[config.mk]
export PLATFORM = sky130hd
export DESIGN_NAME = mkla_ctrl
export DESIGN_NICKNAME = d
export VERILOG_FILES = /design/src/design/mkla_pkg.sv /design/src/design/mkla_ctrl.sv
export SDC_FILE = /design/constraint.sdc
export NUM_CORES = 1
export LEC_CHECK = 0
export ABC_AREA = 1
export BUFFER_PORTS_ARGS = -buffer_cell sky130_fd_sc_hd__buf_2
export CAP_MARGIN = 20
export CORE_MARGIN = 1.5
export CORE_UTILIZATION = 42
export CTS_CLUSTER_DIAMETER = 60
export DETAILED_ROUTE_END_ITERATION = 8
export HOLD_SLACK_MARGIN = 0.12
export PLACE_DENSITY = 0.8
export SYNTH_ARGS = -nofsm -noshare
export SYNTH_HDL_FRONTEND = slang
export SYNTH_SLANG_ARGS = --single-unit
[constraint.sdc]
create_clock -name aclk -period 1.5 [get_ports aclk]
set_input_delay 0.15 -clock aclk [delete_from_list [all_inputs] [get_ports aclk]]
set_output_delay 0.15 -clock aclk [all_outputs]
set_load 0.03 [all_outputs]
[src/design/mkla_pkg.sv]
package mkla_pkg;

    localparam int MAX_KEYS      = 64;
    localparam int KEY_WIDTH     = 32;
    localparam int MAX_TICKETS   = 16;
    localparam int OWNER_ENTRIES = 256;

    localparam int PEND_AW  = $clog2(MAX_KEYS);
    localparam int CNT_W    = $clog2(MAX_KEYS + 1);
    localparam int OWN_AW   = $clog2(OWNER_ENTRIES);
    localparam int USED_W   = $clog2(OWNER_ENTRIES + 1);
    localparam int TK_W     = 4;
    localparam int ACTIVE_W = $clog2(MAX_TICKETS + 1);
    localparam int CAP_W    = 5;

    typedef enum logic [1:0] {
        ACT_ACQUIRE = 2'd0,
        ACT_RELEASE = 2'd1,
        ACT_CLOSE   = 2'd2,
        ACT_NONE    = 2'd3
    } action_t;

    typedef enum logic [2:0] {
        ST_ACCEPTED = 3'd0,
        ST_INVALID  = 3'd1,
        ST_CLOSED   = 3'd2,
        ST_CAPACITY = 3'd3,
        ST_BUSY     = 3'd4
    } status_t;

    typedef enum logic [3:0] {
        S_IDLE,
        S_DUP_RD,
        S_DUP_CMP,
        S_JUDGE,
        S_BUSY_KEY,
        S_BUSY_RD,
        S_BUSY_CMP,
        S_ALLOC_KEY,
        S_ALLOC_FIND,
        S_REL_RD,
        S_REL_CMP,
        S_FINISH
    } state_t;

    typedef struct packed {
        logic [1:0]            action;
        logic [KEY_WIDTH-1:0]  lock_key;
        logic                  last_key;
        logic [TK_W-1:0]       release_ticket;
    } in_t;

    typedef struct packed {
        logic [2:0]      status;
        logic [TK_W-1:0] granted_ticket;
        logic            ticket_valid;
        logic            release_ok;
    } out_t;

    typedef struct packed {
        logic    capture;
        logic    pend_push;
        logic    pend_ovf_set;
        logic    pend_clr;
        logic    pend_rd;
        logic    dup_set;
        logic    gate_set;
        logic    i_clr;
        logic    i_inc;
        logic    e_clr;
        logic    e_inc;
        logic    own_rd;
        logic    own_write;
        logic    own_free;
        logic    slot_latch;
        logic    ticket_set;
        logic    ticket_clr;
        logic    out_load;
        status_t out_status;
        logic    out_tv;
        logic    out_rok;
    } cmd_t;

    typedef struct packed {
        logic pend_empty;
        logic pend_full;
        logic i_end;
        logic i_end_dup;
        logic e_end;
        logic key_match_in;
        logic own_valid_e;
        logic own_key_match;
        logic own_tk_match;
        logic rel_hit;
        logic bad_req;
        logic gate_closed;
        logic cap_full;
        logic no_slot;
        logic no_owners;
        logic out_free;
    } stat_t;

endpackage

[src/design/mkla_ctrl.sv]
module mkla_ctrl (
    input  logic            aclk,
    input  logic            aresetn,
    input  logic            s_valid,
    output logic            s_ready,
    input  logic [1:0]      in_action,
    input  logic            in_last,
    input  mkla_pkg::stat_t stat,
    output mkla_pkg::cmd_t  cmd
);

    mkla_pkg::state_t  state_reg, state_next;
    logic              last_reg, last_next;
    mkla_pkg::status_t fin_status_reg, fin_status_next;
    logic              fin_tv_reg, fin_tv_next;
    logic              fin_rok_reg, fin_rok_next;
    logic              fin_acq_reg, fin_acq_next;
    logic              accept;

    always_ff @(posedge aclk) begin
        if (!aresetn) begin
            state_reg <= mkla_pkg::S_IDLE;
        end else begin
            state_reg <= state_next;
        end
        last_reg       <= last_next;
        fin_status_reg <= fin_status_next;
        fin_tv_reg     <= fin_tv_next;
        fin_rok_reg    <= fin_rok_next;
        fin_acq_reg    <= fin_acq_next;
    end

    assign s_ready = (state_reg == mkla_pkg::S_IDLE);
    assign accept  = s_valid && s_ready;

    always_comb begin
        state_next      = state_reg;
        last_next       = last_reg;
        fin_status_next = fin_status_reg;
        fin_tv_next     = fin_tv_reg;
        fin_rok_next    = fin_rok_reg;
        fin_acq_next    = fin_acq_reg;
        cmd             = '0;
        cmd.out_status  = fin_status_reg;
        cmd.out_tv      = fin_tv_reg;
        cmd.out_rok     = fin_rok_reg;

        unique case (state_reg)
            mkla_pkg::S_IDLE: begin
                if (accept) begin
                    cmd.capture = 1'b1;
                    last_next   = in_last;
                    unique case (mkla_pkg::action_t'(in_action))
                        mkla_pkg::ACT_ACQUIRE: begin
                            fin_acq_next = 1'b1;
                            fin_tv_next  = 1'b0;
                            fin_rok_next = 1'b0;
                            if (stat.pend_full) begin
                                cmd.pend_ovf_set = 1'b1;
                                if (in_last) state_next = mkla_pkg::S_JUDGE;
                            end else begin
                                cmd.pend_push = 1'b1;
                                cmd.i_clr     = 1'b1;
                                if (!stat.pend_empty) begin
                                    state_next = mkla_pkg::S_DUP_RD;
                                end else if (in_last) begin
                                    state_next = mkla_pkg::S_JUDGE;
                                end
                            end
                        end
                        mkla_pkg::ACT_RELEASE: begin
                            fin_acq_next    = 1'b0;
                            fin_tv_next     = 1'b0;
                            fin_status_next = mkla_pkg::ST_ACCEPTED;
                            if (stat.rel_hit) begin
                                cmd.e_clr  = 1'b1;
                                state_next = mkla_pkg::S_REL_RD;
                            end else begin
                                fin_rok_next = 1'b0;
                                state_next   = mkla_pkg::S_FINISH;
                            end
                        end
                        mkla_pkg::ACT_CLOSE: cmd.gate_set = 1'b1;
                        default: ;
                    endcase
                end
            end
            mkla_pkg::S_DUP_RD: begin
                cmd.pend_rd = 1'b1;
                state_next  = mkla_pkg::S_DUP_CMP;
            end
            mkla_pkg::S_DUP_CMP: begin
                cmd.dup_set = stat.key_match_in;
                if (stat.i_end_dup) begin
                    state_next = last_reg ? mkla_pkg::S_JUDGE : mkla_pkg::S_IDLE;
                end else begin
                    cmd.i_inc  = 1'b1;
                    state_next = mkla_pkg::S_DUP_RD;
                end
            end
            mkla_pkg::S_JUDGE: begin
                cmd.slot_latch = 1'b1;
                cmd.i_clr      = 1'b1;
                cmd.e_clr      = 1'b1;
                state_next     = mkla_pkg::S_FINISH;
                priority if (stat.bad_req) begin
                    fin_status_next = mkla_pkg::ST_INVALID;
                end else if (stat.gate_closed) begin
                    fin_status_next = mkla_pkg::ST_CLOSED;
                end else if (stat.cap_full || stat.no_slot || stat.no_owners) begin
                    fin_status_next = mkla_pkg::ST_CAPACITY;
                end else begin
                    state_next = mkla_pkg::S_BUSY_KEY;
                end
            end
            mkla_pkg::S_BUSY_KEY: begin
                cmd.pend_rd = 1'b1;
                state_next  = mkla_pkg::S_BUSY_RD;
            end
            mkla_pkg::S_BUSY_RD: begin
                cmd.own_rd = 1'b1;
                state_next = mkla_pkg::S_BUSY_CMP;
            end
            mkla_pkg::S_BUSY_CMP: begin
                priority if (stat.own_valid_e && stat.own_key_match) begin
                    fin_status_next = mkla_pkg::ST_BUSY;
                    state_next      = mkla_pkg::S_FINISH;
                end else if (stat.e_end) begin
                    cmd.e_clr = 1'b1;
                    if (stat.i_end) begin
                        cmd.i_clr  = 1'b1;
                        state_next = mkla_pkg::S_ALLOC_KEY;
                    end else begin
                        cmd.i_inc  = 1'b1;
                        state_next = mkla_pkg::S_BUSY_KEY;
                    end
                end else begin
                    cmd.e_inc  = 1'b1;
                    state_next = mkla_pkg::S_BUSY_RD;
                end
            end
            mkla_pkg::S_ALLOC_KEY: begin
                cmd.pend_rd = 1'b1;
                state_next  = mkla_pkg::S_ALLOC_FIND;
            end
            mkla_pkg::S_ALLOC_FIND: begin
                if (!stat.own_valid_e) begin
                    cmd.own_write = 1'b1;
                    if (stat.i_end) begin
                        fin_status_next = mkla_pkg::ST_ACCEPTED;
                        fin_tv_next     = 1'b1;
                        state_next      = mkla_pkg::S_FINISH;
                    end else begin
                        cmd.i_inc  = 1'b1;
                        state_next = mkla_pkg::S_ALLOC_KEY;
                    end
                end else begin
                    cmd.e_inc = 1'b1;
                end
            end
            mkla_pkg::S_REL_RD: begin
                cmd.own_rd = 1'b1;
                state_next = mkla_pkg::S_REL_CMP;
            end
            mkla_pkg::S_REL_CMP: begin
                cmd.own_free = stat.own_valid_e && stat.own_tk_match;
                if (stat.e_end) begin
                    cmd.ticket_clr = 1'b1;
                    fin_rok_next   = 1'b1;
                    state_next     = mkla_pkg::S_FINISH;
                end else begin
                    cmd.e_inc  = 1'b1;
                    state_next = mkla_pkg::S_REL_RD;
                end
            end
            mkla_pkg::S_FINISH: begin
                // hold until the output register can take the beat
                if (stat.out_free) begin
                    cmd.out_load   = 1'b1;
                    cmd.ticket_set = fin_tv_reg;
                    cmd.pend_clr   = fin_acq_reg;
                    state_next     = mkla_pkg::S_IDLE;
                end
            end
            default: state_next = mkla_pkg::S_IDLE;
        endcase
    end

endmodule

==> impl_metrics.yaml, run 1 <==
final_layout:
  final_nets: 256
  drive_gt1_share_pct: 49.4
  areaGrowthSynthToFinish_pct: 62.5
  num_antenna_cells: 0
  postLayoutCellArea_sq_mm: 0.00163
  n_fill_cell: 182
  largest_reg_flops: 4
cts:
  clock_sinks: 11
  path_clk_slew_ns: 0.07
  cts_buffer_depth: 2
  clock_latency_ns: 0.28
  ctsHtreeMaxLevel: 1
  clock-root-buffer: "clkbuf_4"
  cts_tree: "done"
  numCtsBuffers: 3
placement:
  place_area_sq_mm: 0.00143
  place_ws_ns: -0.0484
  place_hpwl_microns: 2510
  io_buffers: 45
  place.gp.congestion: 0.985
die:
  die_h_microns: 51.9
  initial_core_util_pct: 44.9
  dieArea_sq_mm: 0.00269
  core_sq_mm: 0.00223
  rows: 17
  die_width_microns: 51.9
  pin_count: 46
synth:
  ys_top_cells_by_area: "edfxtp_1, nor2_1, nand2_1"
  yosys_warnings: 0
  netlist.area_leader.share_pct: 20.9
  synth_nets: 186
  postSynthCellCount: 164
  ys_seq_area_share_pct: 28.9
  yosys.area.top_type: "edfxtp_1"
  syn-mean-instance-area_sq_um: 6.12
  yosys.cell_types.count: 20
  ys_seq_elements: 11
  synth_area_sq_mm: 0.00100
critical_path:
  path_max_fanout: 6
  crit_path_end_kind: "output pin"
  r2r_setup_slack_ns: -0.04
  worstPathCellList: "inv_4 > nand2_4 > nor2_4 > nand2_2 > buf_4 > o211ai_1 > buf_4"
  crit_slowest_cell: "dfxtp_4"
  cp_data_required_time_ns: 1.35
  r2r_end: "fin_status_reg[2]"
  cp_num_buf_inv: 3
  worstPathArrival_ns: 1.54
  cp-start-kind: "register"
  critPathKind: "register to output pin"
  reg2regPathDepth: 7
  cp_top_family: "buffers and inverters"
  cpMostUsedCell: "buf_4"
  slowest_delay_ns: 0.38
  worst_r2r_startpoint: "state_reg[0]"
worst_hold_path:
  hold_path.class: "primary input to register"
  hold_depth: 3
  hp-start: "aresetn"
  hold_end: "state_reg[2]"
timing:
  timing.fmax_ghz: 0.591
  worst_hold_slack_ns: 0.128
  hold_violations: 0
  setup_slack_ns: -0.192
  tns_ns: -1.27
  finalCriticalPeriod_ns: 1.69
  rsz0062_at_grt: "yes"
  period_share_pct: 113
  skew_ns: 0.000442
  max-slew-margin-rel_pct: 76.1
  worst_slew_pin_slew_ns: 0.355
  finalSetupViolCount: 13
  slew_violations: 0
routing:
  ant_nets: 0
  vias: 1361
  via_per_inst: 5.21
  drtIter0Drc: 69
  wl_per_cell_microns: 13.0
  drc: 0
  first_pass_iters: 5
  wl_microns: 3400
power_and_ir_drop:
  power.total_mw: 2.91
  max-vdd-ir-drop_v: 0.00128
  p_leak_nw: 0.880
  p_per_area_mw_per_mm2: 1790
grt:
  grt.total_usage_pct: 25.4
  grt-ovfl-total: 0
  grt_pass1_wl_microns: 4840
  grt_max_degree: 7
  antenna_found_initial: 0
  grt_pass1_vias: 1143
job:
  cap_viol_max_count: 0
status:
  status: "complete, but fails checks"
  failed_checks: "setup timing"
==> through the flow <==
step / utilization (%) / cells
after CTS: 70.0 / 260
final: 73.0 / 261
after detailed placement: 64.1 / 252
after floorplan: - / 164
after global routing: 73.0 / 261
after global placement: 64.1 / 252
==> tightest hold or removal path: cells and delay by family <==
family | cells | cell delay (ns)
buffers and inverters | 2 | 0.13
and+or+nand+nor | 1 | 0.09
==> synth_stat cells <==
| cell | number |
|---|---|
| inv_2 | 6 |
| nor2_2 | 2 |
| o21ai_1 | 2 |
| a21oi_1 | 5 |
| buf_4 | 2 |
| o21ai_2 | 1 |
| o21ai_0 | 5 |
| a31oi_1 | 1 |
| o211ai_1 | 2 |
| dfxtp_1 | 4 |
| nand2_2 | 8 |
| nand2_1 | 37 |
| nor2_1 | 38 |
| nand3_1 | 12 |
| edfxtp_1 | 7 |
| nor3_1 | 2 |
| o31ai_1 | 1 |
| inv_1 | 22 |
| nor4_2 | 2 |
| nor2_4 | 5 |
==> power by group <==
group / total, mW / internal (mW) / switching (mW)
Clock: 0.205 / 0.103 / 0.102
Combinational: 2.09 / 0.758 / 1.33
Sequential: 0.614 / 0.503 / 0.111
Total: 2.91 / 1.36 / 1.55
==> worst max path at each step <==
stage,depth (start not counted),end,slack [ns],start
finish,7,cmd[15],-0.19,state_reg[0]
global route,8,cmd[14],-0.30,state_reg[0]
global placement,6,fin_status_reg[0],-0.009,state_reg[0]
floorplan,7,cmd[20],-0.16,state_reg[1]
CTS,8,cmd[15],-0.13,state_reg[2]
detailed placement,6,fin_status_reg[2],-0.05,state_reg[0]
==> placed cells by master, fill, tap and decap left out, drive strengths merged, types with 4 or more instances in the layout <==
cell type	count
nand2	45
a21oi	5
buf	65
inv	28
dfxtp	4
nor2	45
o21ai	8
nand3	12
edfxtp	7
clkbuf	5
==> routing by layer <==
layer,vias up,track usage (%),wire [microns]
li1,657,-,-
met1,603,28.6,1270
met2,82,42.8,1690
met3,19,4.89,265
met4,0,17.5,179
met5,-,0,0
==> layout make-up <==
| class | count | area [sq um] | share of cell area [%] |
|---|---|---|---|
| multi-input cells | 123 | 698 | 42.8 |
| repair buffers | 67 | 450 | 27.6 |
| inverters | 28 | 115 | 7.06 |
| clock buffers | 4 | 26.3 | 1.61 |
| flip-flops and latches | 11 | 305 | 18.7 |
| well taps | 28 | 35.0 | 2.15 |
==> kinds of logic (layout without fill, tap and decap cells) <==
kind of cell | after synthesis | in the layout | share of synthesized area (%)
compound gates | 17 | 17 | 9.73
flops | 11 | 11 | 28.9
simple gates | 106 | 106 | 49.4
buf+inv | 30 | 99 | 12.0
==> timing repair <==
action                     4_1_cts  5_1_grt
hold buffers                     1        0
resized for setup               25       23
setup buffers                    3        1
setup endpoints to repair       14       20
hold endpoints to repair         1        0
pin swaps                        4        6
cloned                           0        0
Power figures use the tool's default switching activity.
==> inputs of run 2 (changes only) <==
--- a/config.mk
+++ b/config.mk
@@ -14,6 +14,7 @@
 export DETAILED_ROUTE_END_ITERATION = 8
 export HOLD_SLACK_MARGIN = 0.12
 export PLACE_DENSITY = 0.8
+export SETUP_SLACK_MARGIN = 0.15
 export SYNTH_ARGS = -nofsm -noshare
 export SYNTH_HDL_FRONTEND = slang
 export SYNTH_SLANG_ARGS = --single-unit
==> impl_metrics.yaml, run 2 (synthesis results as in run 1) <==
power_and_ir_drop:
  pwr-share-clk_pct: 6.4
  p_per_area_mw_per_mm2: 1980
  p_leak_nw: 0.942
  swShare_pct: 52.4
  p_switching_mw: 1.85
  power.total_mw: 3.52
  max-vdd-ir-drop_v: 0.00168
  p_int_mw: 1.68
  combinationalPowerShare_pct: 75.7
  seqPwrFrac_pct: 17.8
job:
  cap_viol_max_count: 0
timing:
  timing.fmax_ghz: 0.563
  setup_slack_ns: -0.275
  hold_violations: 0
  skew_ns: 0.00682
  rsz0062_at_grt: "yes"
  finalCriticalPeriod_ns: 1.78
  worst_slew_pin_slew_ns: 0.331
  slew_violations: 0
  finalSetupViolCount: 16
  max-slew-margin-rel_pct: 77.9
  period_share_pct: 118
placement:
  place.gp.congestion: 0.991
  place_ws_ns: 0.00910
  place_hpwl_microns: 2370
  place_area_sq_mm: 0.00139
  io_buffers: 45
final_layout:
  final_nets: 259
  final_cell_mix: "nand2_1, nor2_1, buf_2, buf_4"
  areaGrowthSynthToFinish_pct: 77.8
  drive_gt1_share_pct: 55.9
  postLayoutCellArea_sq_mm: 0.00178
  largest_reg_flops: 4
  n_fill_cell: 139
  num_antenna_cells: 0
critical_path:
  crit_path_end_kind: "output pin"
  reg2regPathDepth: 8
  cp-start-kind: "register"
  cp_data_required_time_ns: 1.35
  r2r_end: "fin_status_reg[2]"
  slowest_delay_ns: 0.39
  cpMostUsedCell: "buf_4"
  crit_start: "state_reg[0]"
  critPathKind: "register to output pin"
  worst_r2r_startpoint: "state_reg[0]"
  r2r_setup_slack_ns: -0.12
  crit_slowest_cell: "dfxtp_4"
  crit_end: "cmd[12]"
  worstPathCellList: "inv_4 > nand2_4 > nor2_4 > buf_4 > nand3_1 > o211ai_1 > buf_4"
  path_max_fanout: 4
  worstPathArrival_ns: 1.63
cts:
  clock-root-buffer: "clkbuf_4"
  ctsHtreeMaxLevel: 1
  clock_latency_ns: 0.29
  cts_tree: "done"
  cts_buffer_depth: 2
  path_clk_slew_ns: 0.08
  numCtsBuffers: 3
  clock_sinks: 11
die:
  rows: 17
  initial_core_util_pct: 44.9
  core_sq_mm: 0.00223
  die_width_microns: 51.9
  pin_count: 46
  dieArea_sq_mm: 0.00269
  die_h_microns: 51.9
grt:
  grt-ovfl-total: 0
  grt_pass1_vias: 1237
  grt_pass1_wl_microns: 5450
  antenna_found_initial: 0
  grt.total_usage_pct: 27.6
  grt_max_degree: 7
routing:
  first_pass_iters: 4
  drc: 0
  drtIter0Drc: 111
  ant_nets: 0
  wl_microns: 4340
  vias: 1497
  via_per_inst: 5.67
  wl_per_cell_microns: 16.4
status:
  failed_checks: "setup timing"
  status: "complete, but fails checks"
worst_hold_path:
  hold_depth: 3
  hold_path.class: "primary input to register"
[run 2: changes by cell type in the layout (fill, tap and decap cells not counted), sizes merged]
cell / change
buf: +4
clkbuf: -1
[run 2: how the worst min path moves through the flow]
stage,to,slack (ns),start
after detailed placement,last_reg,0.37,in_last
after CTS,state_reg[2],0.13,aresetn
after global routing,fin_status_reg[1],0.16,stat[5]
after floorplan,last_reg,0.25,in_last
after global placement,last_reg,0.38,in_last
final,state_reg[2],0.14,aresetn
[run 2: power groups by stage]
| stage | registers [mW] | logic (mW) | clock network (mW) |
|---|---|---|---|
| after CTS | 0.597 | 2.12 | 0.221 |
| after global placement | 0.574 | 1.76 | 0 |
| after detailed placement | 0.584 | 1.76 | 0 |
| final | 0.628 | 2.67 | 0.227 |
| after global routing | 0.632 | 2.78 | 0.243 |
| after floorplan | 0.660 | 1.25 | 0 |
[run 2: layer usage]
metal | wire length (microns) | part of all wire, % | global-route usage (%) | vias up
met5 | 0 | 0 | 0 | -
met4 | 264 | 6.1 | 13.6 | 0
met3 | 430 | 9.9 | 5.17 | 29
met2 | 2060 | 47 | 46.8 | 125
met1 | 1580 | 37 | 33.2 | 685
li1 | - | - | - | 658
[run 2: critical path, delay by kind of cell (launching register included)]
kind	cells	cell delay (ns)
AND/OR/NAND/NOR	3	0.35
flip-flops	1	0.39
AO/OA/AOI/OAI	1	0.13
buffers and inverters	3	0.47
[run 2: layout make-up]
| type | instances | area [sq um] | area share, % |
|---|---|---|---|
| timing repair buffer | 70 | 527 | 29.5 |
| sequential | 11 | 305 | 17.1 |
| clock buffer | 4 | 26.3 | 1.47 |
| tap | 28 | 35.0 | 1.96 |
| multi-input combinational | 123 | 773 | 43.3 |
| inverter | 28 | 118 | 6.59 |
[run 2: per-stage QoR]
| step | setup TNS (ns) | cells | utilization (%) | hold WS [ns] |
|---|---|---|---|---|
| after CTS | -0.986 | 258 | 72.8 | 0.132 |
| after global routing | -3.09 | 264 | 79.9 | 0.157 |
| after global placement | -0.00452 | 245 | 62.4 | 0.375 |
| after detailed placement | 0 | 245 | 62.4 | 0.371 |
| final | -2.40 | 264 | 79.9 | 0.144 |
| after floorplan | -0.605 | 164 | - | 0.249 |
[run 2: timing repair]
item                                   in CTS  in global routing
gates resized for setup                    46                 35
hold buffers                                1                  0
pin swaps                                  11                 13
setup endpoints to repair                  23                 30
endpoints found under the hold margin       1                  0
setup buffers                               8                  6
==> inputs of run 3 (changes only) <==
--- a/config.mk
+++ b/config.mk
@@ -15,6 +15,7 @@
 export HOLD_SLACK_MARGIN = 0.12
 export PLACE_DENSITY = 0.8
 export SETUP_SLACK_MARGIN = 0.15
+export SKIP_CTS_REPAIR_TIMING = 1
 export SYNTH_ARGS = -nofsm -noshare
 export SYNTH_HDL_FRONTEND = slang
 export SYNTH_SLANG_ARGS = --single-unit
==> impl_metrics.yaml, run 3 (synthesis results as in run 1) <==
status:
  status: "complete, but fails checks"
  failed_checks: "setup timing"
routing:
  drc: 0
  wl_microns: 3400
  wl_per_cell_microns: 13.3
  ant_nets: 0
  drtIter0Drc: 55
  first_pass_iters: 5
  vias: 1326
  via_per_inst: 5.18
grt:
  grt_pass1_wl_microns: 4420
  grt_max_degree: 8
  grt-ovfl-total: 0
  grt.total_usage_pct: 22.3
  antenna_found_initial: 0
  grt_pass1_vias: 1082
die:
  die_h_microns: 51.9
  pin_count: 46
  die_width_microns: 51.9
  rows: 17
  dieArea_sq_mm: 0.00269
  core_sq_mm: 0.00223
  initial_core_util_pct: 44.9
cts:
  ctsHtreeMaxLevel: 1
  cts_tree: "done"
  clock_sinks: 11
  clock-root-buffer: "clkbuf_4"
  path_clk_slew_ns: 0.08
  clock_latency_ns: 0.27
  cts_buffer_depth: 2
  numCtsBuffers: 3
critical_path:
  critPathKind: "register to output pin"
  cp-start-kind: "register"
  worstPathArrival_ns: 1.63
  path_max_fanout: 7
  crit_path_end_kind: "output pin"
  cp_data_required_time_ns: 1.35
final_layout:
  final_nets: 251
  areaGrowthSynthToFinish_pct: 66.2
  postLayoutCellArea_sq_mm: 0.00167
  num_antenna_cells: 0
  fin_util_pct: 74.7
  largest_reg_flops: 4
  drive_gt1_share_pct: 50.9
  final_cell_mix: "nand2_1, nor2_1, buf_2"
  layout_commonest_cell: "nand2_1"
job:
  cap_viol_max_count: 0
placement:
  place.gp.congestion: 0.991
  place_ws_ns: 0.00910
  place_hpwl_microns: 2370
  io_buffers: 45
  place_area_sq_mm: 0.00139
power_and_ir_drop:
  p_int_mw: 1.32
  max-vdd-ir-drop_v: 0.00128
  swShare_pct: 54.2
  p_per_area_mw_per_mm2: 1730
  pwr-share-clk_pct: 7.5
  combinationalPowerShare_pct: 71.7
  seqPwrFrac_pct: 20.8
  p_leak_nw: 0.835
  p_switching_mw: 1.56
timing:
  finalCriticalPeriod_ns: 1.78
  period_share_pct: 119
  finalSetupViolCount: 19
  timing.fmax_ghz: 0.562
  skew_ns: 0.00262
  worst_slew_pin_slew_ns: 0.344
  slew_violations: 0
  hold_violations: 0
  rsz0062_at_grt: "yes"
  max-slew-margin-rel_pct: 76.9
  setup_slack_ns: -0.279
worst_hold_path:
  hold_path.class: "primary input to register"
## run 3: changes by cell type in the layout (fill, tap and decap cells not counted), sizes merged
cell | before | now
clkbuf | 4 | 6
buf | 69 | 59
## run 3: power by group through the flow
stage          logic (mW)  registers (mW)  clock network [mW]
2_1_floorplan        1.25           0.660                   0
3_3_place_gp         1.76           0.574                   0
3_5_place_dp         1.76           0.584                   0
4_1_cts              1.77           0.577               0.221
5_1_grt              2.18           0.610               0.241
6_report             2.07           0.600               0.217
## run 3: path summary, 6_finish.rpt
check / slack (ns) / start / end / cells past startpoint
worst max-delay path: -0.28 / state_reg[1] / cmd[15] / 8
worst min-delay path: 0.13 / aresetn / state_reg[2] / 3
worst max register to register: -0.02 / state_reg[0] / fin_status_reg[2] / 6
worst min register to register: 0.68 / state_reg[3] / fin_rok_reg / 2
## run 3: per-stage QoR
step | std cells | setup TNS (ns) | total power [mW] | hold WS [ns]
2_1_floorplan | 164 | -0.605 | 1.91 | 0.249
3_3_place_gp | 245 | -0.00452 | 2.34 | 0.375
3_5_place_dp | 245 | 0 | 2.35 | 0.371
4_1_cts | 249 | -1.91 | 2.57 | 0.0766
5_1_grt | 256 | -3.25 | 3.03 | 0.160
6_report | 256 | -2.03 | 2.89 | 0.133
## run 3: routing by layer
metal / routed length (microns) / part of all wire (%) / global-route usage, %
met1: 1340 / 39 / 28.0
met2: 1650 / 49 / 37.3
met3: 308 / 9.1 / 3.74
met4: 102 / 3.0 / 9.65
met5: 0 / 0 / 0
## run 3: area by class of cell
class / instances / area [sq um]
fillers: 179 / 566
inverters: 28 / 115
multi-input cells: 123 / 739
repair buffers: 62 / 449
well taps: 28 / 35.0
flip-flops and latches: 11 / 303
clock buffers: 4 / 26.3
## run 3: critical path: stages (launching register included)
cell and delay [ns]:
dfxtp_4 0.38, inv_2 0.07, nand2_2 0.08, nor2_4 0.15, inv_2 0.07, nor2_4 0.18, nand3_2 0.12, o211ai_1 0.12
buf_4 0.20
